## config.mk

```make
export PLATFORM = sky130hd
export DESIGN_NAME = midi_running_status_parser_unit
export DESIGN_NICKNAME = d
export VERILOG_FILES = /design/src/rtl/core/mrsp_pkg.sv /design/src/rtl/core/mrsp_step.sv /design/src/rtl/core/midi_running_status_parser_unit.sv
export SDC_FILE = /design/constraint.sdc
export NUM_CORES = 1
export LEC_CHECK = 0
export ABC_AREA = 1
export CORE_MARGIN = 2
export CORE_UTILIZATION = 65
export CTS_BUF_LIST = sky130_fd_sc_hd__clkbuf_16
export CTS_CLUSTER_DIAMETER = 120
export DETAILED_ROUTE_END_ITERATION = 12
export DONT_BUFFER_PORTS = 1
export GPL_ROUTABILITY_DRIVEN = 0
export PLACE_DENSITY_LB_ADDON = 0.3
export SLEW_MARGIN = 15
export SYNTH_ARGS = -nofsm -noshare
export SYNTH_HDL_FRONTEND = slang
export SYNTH_SLANG_ARGS = --single-unit
```

## constraint.sdc

```tcl
create_clock -name clk -period 12.75 [get_ports clk]
set_input_delay 2.55 -clock clk [delete_from_list [all_inputs] [get_ports clk]]
set_output_delay 2.55 -clock clk [all_outputs]
set_load 0.02 [all_outputs]
```

## src/rtl/core/mrsp_pkg.sv

```systemverilog
package mrsp_pkg;

  localparam int NUM_PORTS = 4;
  localparam int PORT_W = 2;
  localparam logic [PORT_W:0] PORT_LIMIT = NUM_PORTS[PORT_W:0];

  localparam logic [3:0] ST_NONE       = 4'h0;
  localparam logic [3:0] ST_NOTE_OFF   = 4'h8;
  localparam logic [3:0] ST_NOTE_ON    = 4'h9;
  localparam logic [3:0] ST_POLY_PRESS = 4'hA;
  localparam logic [3:0] ST_CONTROL    = 4'hB;
  localparam logic [3:0] ST_PROGRAM    = 4'hC;
  localparam logic [3:0] ST_CHAN_PRESS = 4'hD;
  localparam logic [3:0] ST_PITCH      = 4'hE;
  localparam logic [3:0] ST_SYSTEM     = 4'hF;

  localparam logic [2:0] KIND_PROGRAM    = 3'd4;
  localparam logic [2:0] KIND_CHAN_PRESS = 3'd5;

  localparam logic [7:0] BYTE_EOX = 8'hF7;

  localparam logic [1:0] LEN_SHORT = 2'd2;
  localparam logic [1:0] LEN_LONG  = 2'd3;

  typedef struct packed {
    logic [PORT_W-1:0] port;
    logic [7:0]        rx_byte;
  } in_word_t;

  typedef struct packed {
    logic [PORT_W-1:0] src_port;
    logic [2:0]        msg_kind;
    logic [3:0]        chan;
    logic [6:0]        data_one;
    logic [6:0]        data_two;
    logic [1:0]        msg_len;
    logic [15:0]       seq_num;
  } out_word_t;

  typedef struct packed {
    logic [3:0]  run_status;
    logic [3:0]  run_chan;
    logic        pend_valid;
    logic [6:0]  pend_byte;
    logic [15:0] seq_count;
  } entry_t;

  typedef struct packed {
    entry_t    nxt;
    logic      emit;
    out_word_t msg;
  } step_t;

endpackage

```

## src/rtl/core/mrsp_step.sv

```systemverilog
module mrsp_step import mrsp_pkg::*; (
  input  entry_t            cur,
  input  logic [PORT_W-1:0] port,
  input  logic [7:0]        rx_byte,
  output step_t             res
);

  always_comb begin
    res              = '0;
    res.nxt          = cur;
    res.msg.src_port = port;
    res.msg.msg_kind = cur.run_status[2:0];
    res.msg.chan     = cur.run_chan;
    res.msg.seq_num  = cur.seq_count;
    if (rx_byte[7]) begin
      res.nxt.run_chan   = rx_byte[3:0];
      res.nxt.run_status = (rx_byte == BYTE_EOX) ? ST_NONE : rx_byte[7:4];
      res.nxt.pend_valid = 1'b0;
    end else begin
      unique case (cur.run_status)
        ST_PROGRAM, ST_CHAN_PRESS: begin
          res.emit          = 1'b1;
          res.msg.data_one  = rx_byte[6:0];
          res.msg.data_two  = 7'd0;
          res.msg.msg_len   = LEN_SHORT;
          res.nxt.seq_count = cur.seq_count + 16'd1;
        end
        ST_NOTE_OFF, ST_NOTE_ON, ST_POLY_PRESS, ST_CONTROL, ST_PITCH: begin
          if (cur.pend_valid) begin
            res.emit           = 1'b1;
            res.msg.data_one   = cur.pend_byte;
            res.msg.data_two   = rx_byte[6:0];
            res.msg.msg_len    = LEN_LONG;
            res.nxt.pend_valid = 1'b0;
            res.nxt.seq_count  = cur.seq_count + 16'd1;
          end else begin
            res.nxt.pend_byte  = rx_byte[6:0];
            res.nxt.pend_valid = 1'b1;
          end
        end
        default: begin
          res.emit = 1'b0;
        end
      endcase
    end
  end

endmodule

```

## src/rtl/core/midi_running_status_parser_unit.sv

```systemverilog
// MIDI byte parser with per-port running status.
// Input channel byte_*: one received byte and its port per word.
// Output channel msg_*: one completed channel message per word, with its
// length and a per-port 16-bit wrapping sequence number.
// Per-port state sits in a small synchronous memory. The entry is read at
// the edge that accepts a byte, updated in the following cycle and written
// back at the edge that moves the byte on; a byte for the same port right behind takes the
// updated entry through a forwarding path.
// Throughput: one byte per cycle while no completing byte waits on a full
// output register. msg_valid rises at the edge that moves the completing byte on.
// Status bytes and incomplete messages produce no word.
// Reset clears every port's status, pending byte and sequence count at once
// through per-entry valid bits; byte_ready is high again as soon as reset
// falls.
// When msg_ready is low the output register holds its word; the byte in
// flight still advances if it completes nothing, otherwise byte_ready drops
// until the output register frees.
module midi_running_status_parser_unit import mrsp_pkg::*; (
  input  logic      clk,
  input  logic      rst,
  input  logic      byte_valid,
  output logic      byte_ready,
  input  in_word_t  byte_word,
  output logic      msg_valid,
  input  logic      msg_ready,
  output out_word_t msg_word
);

  entry_t               mem [NUM_PORTS];
  logic [NUM_PORTS-1:0] ent_valid;

  logic     s1_valid;
  in_word_t s1_word;
  entry_t   rd_raw;
  logic     rd_valid;
  logic     fwd_hit;
  entry_t   fwd_entry;

  entry_t cur;
  step_t  step;
  logic   s1_in_range;
  logic   s1_emit;
  logic   go;
  logic   take;

  assign cur = fwd_hit ? fwd_entry : (rd_valid ? rd_raw : '0);
  assign s1_in_range = ({1'b0, s1_word.port} < PORT_LIMIT);
  assign s1_emit = s1_valid && s1_in_range && step.emit;
  assign go = s1_valid && (!s1_emit || !msg_valid || msg_ready);
  assign byte_ready = !s1_valid || go;
  assign take = byte_valid && byte_ready;

  mrsp_step u_step (
    .cur     (cur),
    .port    (s1_word.port),
    .rx_byte (s1_word.rx_byte),
    .res     (step)
  );

  always_ff @(posedge clk) begin
    if (rst) begin
      s1_valid  <= 1'b0;
      msg_valid <= 1'b0;
      ent_valid <= '0;
    end else begin
      if (byte_ready) begin
        s1_valid <= byte_valid;
      end
      if (go && s1_emit) begin
        msg_valid <= 1'b1;
      end else if (msg_ready) begin
        msg_valid <= 1'b0;
      end
      if (go && s1_in_range) begin
        ent_valid[s1_word.port] <= 1'b1;
      end
    end
  end

  always_ff @(posedge clk) begin
    if (take) begin
      s1_word   <= byte_word;
      rd_raw    <= mem[byte_word.port];
      rd_valid  <= ent_valid[byte_word.port];
      fwd_hit   <= go && s1_in_range && (s1_word.port == byte_word.port);
      fwd_entry <= step.nxt;
    end
  end

  always_ff @(posedge clk) begin
    if (go && s1_in_range) begin
      mem[s1_word.port] <= step.nxt;
    end
  end

  always_ff @(posedge clk) begin
    if (go && s1_emit) begin
      msg_word <= step.msg;
    end
  end

endmodule

```

==> results of run 1 <==
[metal layers]
| metal | part of all wire, % | vias to the layer above | global-route usage [%] |
|---|---|---|---|
| li1 | - | 2739 | - |
| met1 | 41 | 3004 | 36.36 |
| met2 | 49 | 293 | 41.52 |
| met3 | 7.9 | 53 | 4.841 |
| met4 | 2.6 | 0 | 10.15 |
| met5 | 0 | - | 0 |
[logic make-up after synthesis]
logic type      after synthesis  synth area share (%)
fa+ha+maj                     3                0.3761
simple gates                256                 11.29
buf+inv                      79                 3.435
compound gates              165                 9.803
flops                       251                 74.92
xor+xnor                      2                0.1755
[Yosys cell counts]
| cell type | number | area, um2 |
|---|---|---|
| a21oi_1 | 15 | 75.07 |
| a21oi_2 | 2 | 17.52 |
| a21oi_4 | 1 | 16.27 |
| a22o_1 | 12 | 105.1 |
| a22oi_1 | 8 | 60.06 |
| a22oi_2 | 1 | 12.51 |
| a31oi_1 | 1 | 6.260 |
| buf_1 | 1 | 3.750 |
| buf_2 | 1 | 5.000 |
| buf_4 | 2 | 15.01 |
| buf_6 | 5 | 56.30 |
| clkbuf_1 | 24 | 90.09 |
| clkinv_1 | 1 | 3.750 |
| dfxtp_1 | 6 | 120.1 |
| edfxtp_1 | 245 | 7357 |
| ha_1 | 3 | 37.54 |
| inv_1 | 41 | 153.9 |
| inv_2 | 4 | 15.01 |
| nand2_1 | 102 | 382.9 |
| nand2_2 | 10 | 62.56 |
| nand2_4 | 2 | 22.52 |
| nand3_1 | 20 | 100.1 |
| nand3_2 | 5 | 50.05 |
| nand3_4 | 1 | 17.52 |
| nand3b_1 | 2 | 15.01 |
| nand4_1 | 4 | 25.02 |
| nor2_1 | 99 | 371.6 |
| nor2_2 | 5 | 31.28 |
| nor2_4 | 3 | 33.78 |
| nor3_1 | 3 | 15.01 |
| o211ai_1 | 1 | 7.510 |
| o21a_1 | 1 | 7.510 |
| o21ai_0 | 76 | 380.4 |
| o21ai_1 | 10 | 50.05 |
| o21ai_2 | 2 | 17.52 |
| o21bai_1 | 1 | 7.510 |
| o22ai_1 | 33 | 206.5 |
| o41ai_1 | 1 | 8.760 |
| xor2_1 | 2 | 17.52 |
[layout make-up]
type                    instances  area, um2  share of cell area [%]
clock buffers                  25      625.6                   5.681
flip-flops and latches        251       7477                   67.89
multi-input cells             426       2183                   19.82
well taps                     188      235.2                   2.136
inverters                      46      172.7                   1.568
diodes                          1      2.502                 0.02272
clock inverters                20      251.5                   2.284
repair buffers                  6      65.06                  0.5908
[where the power goes]
part	internal [W]	switching, W	leakage, nW
clock network	0.000479	0.000300	0.439
logic	0.0000260	0.0000781	1.02
registers	0.000949	0.0000113	2.36
total	0.00145	0.000390	3.82
[final timing paths]
kind / start / endpoint / slack (ps) / cells after the start
max: fwd_hit / byte_ready / 6630 / 10
min: ent_valid[0] / ent_valid[0] / 460 / 2
max reg2reg: fwd_hit / mem[2][10] / 8320 / 13
min reg2reg: ent_valid[0] / ent_valid[0] / 460 / 2
[metrics by stage]
step	utilization (%)	cell area [um2]	worst slack, ps	total power (W)
finish	72.99	11010	6631	0.001843
global route	72.99	11010	6340	0.001894
CTS	72.79	10980	6654	0.001845
detailed placement	66.97	10110	6765	0.001078
global placement	66.97	10110	6824	0.001071
floorplan	-	9981	5740	0.001053
[state kept, by name, indices dropped and copies added, names as in the netlist]
signal and flops:
fwd_entry 32, s1_valid 1, msg_valid 1, s1_word 10
rd_valid 1, mem 128, rd_raw 32, ent_valid 4
fwd_hit 1, msg_word 41
[critical path, delay by kind of cell, from the launching register on]
kind / cells / cell delay (ps)
AO/OA/AOI/OAI: 2 / 600
adder cells (fa/ha/maj): 1 / 150
buffers and inverters: 3 / 470
flip-flops: 1 / 350
AND/OR/NAND/NOR: 4 / 1470
==> results.toml, run 1 <==
[flow_run]
cap_viol_max_count = 0

[worst_setup_path]
cp_slowest_stage_delay_ps = 720
critPathKind = "flop to primary output"
cp_slowest_cell = "nor2_4"
path_cells = "buf_4, nor2_4, a21oi_1, nand2_1, nand3_2, inv_2, ha_1, inv_1, o21ai_0, nand4_1"
required_ps = 10200
crit_path_end_kind = "primary output"
start_kind = "flop"
arrival_ps = 3570
critPathMaxFanout = 34

[power_and_ir_drop]
p_leak_nw = 3.820
p_per_area_nw_per_um2 = 167.4
peakVddDrop_mv = 0.1117

[timing]
fin_worst_skew_ps = 9.280
fin_crit_sh_pct = 47.99
drv_slew = 0
worstMarginPinSlew_ps = 1174
maxSlewHeadroom_pct = 21.25
rsz0062_at_grt = "no"
finalCriticalPeriod_ps = 6119
hold_violations = 0
fmax_mhz = 163.4
setup_viol = 0
whs_ps = 460.8
fin_tns_setup_ps = 0

[layout]
layout-drive-gt1-share_pct = 11.24
final_nets = 773
most-common-layout-cells = "edfxtp_1 (245), nand2_1 (102), nor2_1 (98)"
nFillCells = 922
layout_commonest_cell = "edfxtp_1"
areaGrowthSynthToFinish_pct = 10.34
stdcell_count = 963

[yosys]
syn_area_per_cell_um2 = 13.20
syn_inst = 756
yosys_warnings = 0
syn_area_um2 = 9981
synth.distinct_cells = 39
synthesis.nets = 773
ys_seq_area_share_pct = 74.92
ys_ff_latch = 251

[cts]
clock_sinks = 251
cts_tree = "yes"
cts_made_buffers = 25
cts_resized = 0
path_clk_slew_ps = 60
h-tree-depth = 1
clk-insertion-delay-late_ps = 510
post_cts_buffers = 0
cts.path.max_buffers = 3
cts-root-buf = "clkbuf_16"
postCtsHoldBufs = 0

[detailed_routing]
antenna_left = 0
vias = 6089
wire_per_inst_um = 21.73
finalWirelength_um = 20920
drt_iter0_drc = 801
vias_per_cell = 6.323
drc = 0
dr.pass1.iters = 6

[floorplan]
core-area_um2 = 15090
die_height_um = 127.9
io_pins = 57
floorplan.initialDensity_pct = 66.14
die_w_um = 127.9
die_area_um2 = 16360
num_rows = 45

[global_route]
grt_max_degree = 77
grt_pass1_vias = 6049
grt_antenna_before_repair = 1
grt_usage_pct = 26.03
grt_pass1_wl_um = 32320
overflow = 0

[placement]
place.detailed.hpwl_um = 11360
dp_cells = 916
port-buffer-count = 0

[worst_hold_path]
hold_class = "flop to flop"

[outcome]
status = "finished clean"
(Power assumes the default switching activity.)
==> run 2, diff against run 1 <==
--- a/config.mk
+++ b/config.mk
@@ -7,7 +7,7 @@
 export LEC_CHECK = 0
 export ABC_AREA = 1
 export CORE_MARGIN = 2
-export CORE_UTILIZATION = 65
+export CORE_UTILIZATION = 57
 export CTS_BUF_LIST = sky130_fd_sc_hd__clkbuf_16
 export CTS_CLUSTER_DIAMETER = 120
 export DETAILED_ROUTE_END_ITERATION = 12
==> constraint.sdc (replaced) <==
create_clock -name clk -period 5.1 [get_ports clk]
set_input_delay 1.02 -clock clk [delete_from_list [all_inputs] [get_ports clk]]
set_output_delay 1.02 -clock clk [all_outputs]
set_load 0.02 [all_outputs]
==> run 2 against run 1 <==
Against the previous run:
- die area grew 14%
- clock skew is essentially flat
- sequential power grew to 2.5 times the previous value
- utilization shrank 9.4 points
- register-to-register slack lost 7100 ps
- routed wire length grew 0.11%
- worst setup slack lost 5900 ps
- critical path type unchanged
- critical endpoint unchanged
==> results.toml, run 2 (same netlist as run 1, synthesis figures left out) <==
[outcome]
status = "finished clean"

[placement]
dpl-instance-area_um2 = 10190
place.detailed.hpwl_um = 12210
port-buffer-count = 0
dp_cells = 958

[global_route]
grt_antenna_before_repair = 0
grt_pass1_wl_um = 32040
overflow = 0
grt_usage_pct = 22.71
grt_pass1_vias = 6018
grt_max_degree = 77

[layout]
stdcell_count = 1004
diodes = 0
regMostFlops = "mem"
most-common-layout-cells = "edfxtp_1 (245), nand2_1 (102), nor2_1 (98)"
nFillCells = 1246
fin_area_um2 = 10970
final_nets = 778
ff_latch_area_um2 = 7477
layout-drive-gt1-share_pct = 10.27
largest_reg_flops = 128
multi_input_area_um2 = 2183
layout_commonest_cell = "edfxtp_1"
top_regs = "mem: 128 flops, msg_word: 41 flops"
areaGrowthSynthToFinish_pct = 9.891

[worst_setup_path]
critical_path_buf_inv_count = 3
critPathMaxFanout = 18
required_ps = 4080
start_kind = "flop"
critPathTopFamily = "simple AND/OR/NAND/NOR gates"
cp_slowest_stage_delay_ps = 730
cp_slowest_cell = "edfxtp_1"
worst_r2r_path_depth = 12
rr_startpoint = "fwd_hit"
cp_common_cell = "nand2_2"
crit_path_end_kind = "primary output"
reg2reg_to = "msg_word[14]"
r2r_slack_ps = 1270
path_cells = "nor2_4, buf_4, nand2_2, nand2_2, nand3_2, inv_2, ha_1, inv_1, o21ai_0, nand4_1"
critPathKind = "flop to primary output"
arrival_ps = 3330

[cts]
cts-root-buf = "clkbuf_16"
cts.path.max_buffers = 3
cts_resized = 0
h-tree-depth = 1
clk-insertion-delay-late_ps = 510
cts_tree = "yes"
clock_sinks = 251
cts_made_buffers = 26
post_cts_buffers = 0
path_clk_slew_ps = 60
postCtsHoldBufs = 0

[timing]
hold_violations = 0
rsz0062_at_grt = "no"
finalCriticalPeriod_ps = 4350
fin_worst_skew_ps = 9.033
setup_viol = 0
fin_tns_setup_ps = 0
worstMarginPinSlew_ps = 1049
fmax_mhz = 229.9
maxSlewHeadroom_pct = 30.04
fin_crit_sh_pct = 85.29
drv_slew = 0

[worst_hold_path]
hold_end = "ent_valid[0]"
hold_class = "flop to flop"
min_path_cells = 2
min-delay-start = "ent_valid[0]"

[floorplan]
die_w_um = 136.3
floorplan.initialDensity_pct = 57.91
die_height_um = 136.3
num_rows = 48
die_area_um2 = 18580
core-area_um2 = 17240
io_pins = 57

[flow_run]
cap_viol_max_count = 0

[detailed_routing]
antenna_left = 0
dr.pass1.iters = 5
finalWirelength_um = 20950
vias = 6058
drc = 0
wire_per_inst_um = 20.86
vias_per_cell = 6.034
drt_iter0_drc = 597

[power_and_ir_drop]
p_per_area_nw_per_um2 = 399.7
peakVddDrop_mv = 0.2849
p_leak_nw = 3.830
run 2: final cells by class:
| type | count | share of cell area, % |
|---|---|---|
| Multi-Input combinational cell | 426 | 19.91 |
| Clock inverter | 19 | 0.9354 |
| Clock buffer | 27 | 6.160 |
| Timing Repair Buffer | 10 | 0.6845 |
| Sequential cell | 251 | 68.17 |
| Inverter | 46 | 1.574 |
| Tap cell | 225 | 2.567 |
run 2: how the worst max path moves through the flow:
stage                       start  cells past startpoint  slack, ps            to
after floorplan           fwd_hit                     11       1020  fwd_entry[0]
after global placement    fwd_hit                     10       1440    byte_ready
after detailed placement  fwd_hit                     12       1320  msg_word[14]
after CTS                 fwd_hit                     10        760    byte_ready
after global routing      fwd_hit                     10        590    byte_ready
final                     fwd_hit                     10        750    byte_ready
run 2: routing by layer:
layer  share of wire, %  global-route usage (%)  routed length, um  up-vias
li1                   -                       -                  -     2750
met1                 42                   29.90               8700     3012
met2                 50                   39.03              10440      260
met3                6.8                   3.803               1421       36
met4                1.8                   6.887                383        0
met5                  0                       0                  0        -
run 2: per-stage QoR:
stage / utilization [%] / setup slack, ps / hold WS [ps] / power, W
global route: 63.63 / 590.8 / 480.8 / 0.004512
global placement: 59.12 / 1439 / 430.6 / 0.002684
finish: 63.63 / 750.4 / 451.2 / 0.004384
floorplan: - / 1019 / 424.0 / 0.002631
CTS: 63.63 / 762.7 / 451.3 / 0.004405
detailed placement: 59.12 / 1321 / 442.7 / 0.002702
run 2: power breakdown:
group	internal [W]	leakage (nW)	switching, W	total, W
Combinational	0.0000665	1.05	0.000192	0.000259
Clock	0.000996	0.411	0.000723	0.00172
Sequential	0.00237	2.36	0.0000328	0.00241
run 2: worst min-delay path: cells and delay by family (launching register included):
kind	cells	cell delay, ps
flops	1	310
buf+inv	1	50
compound gates	1	50
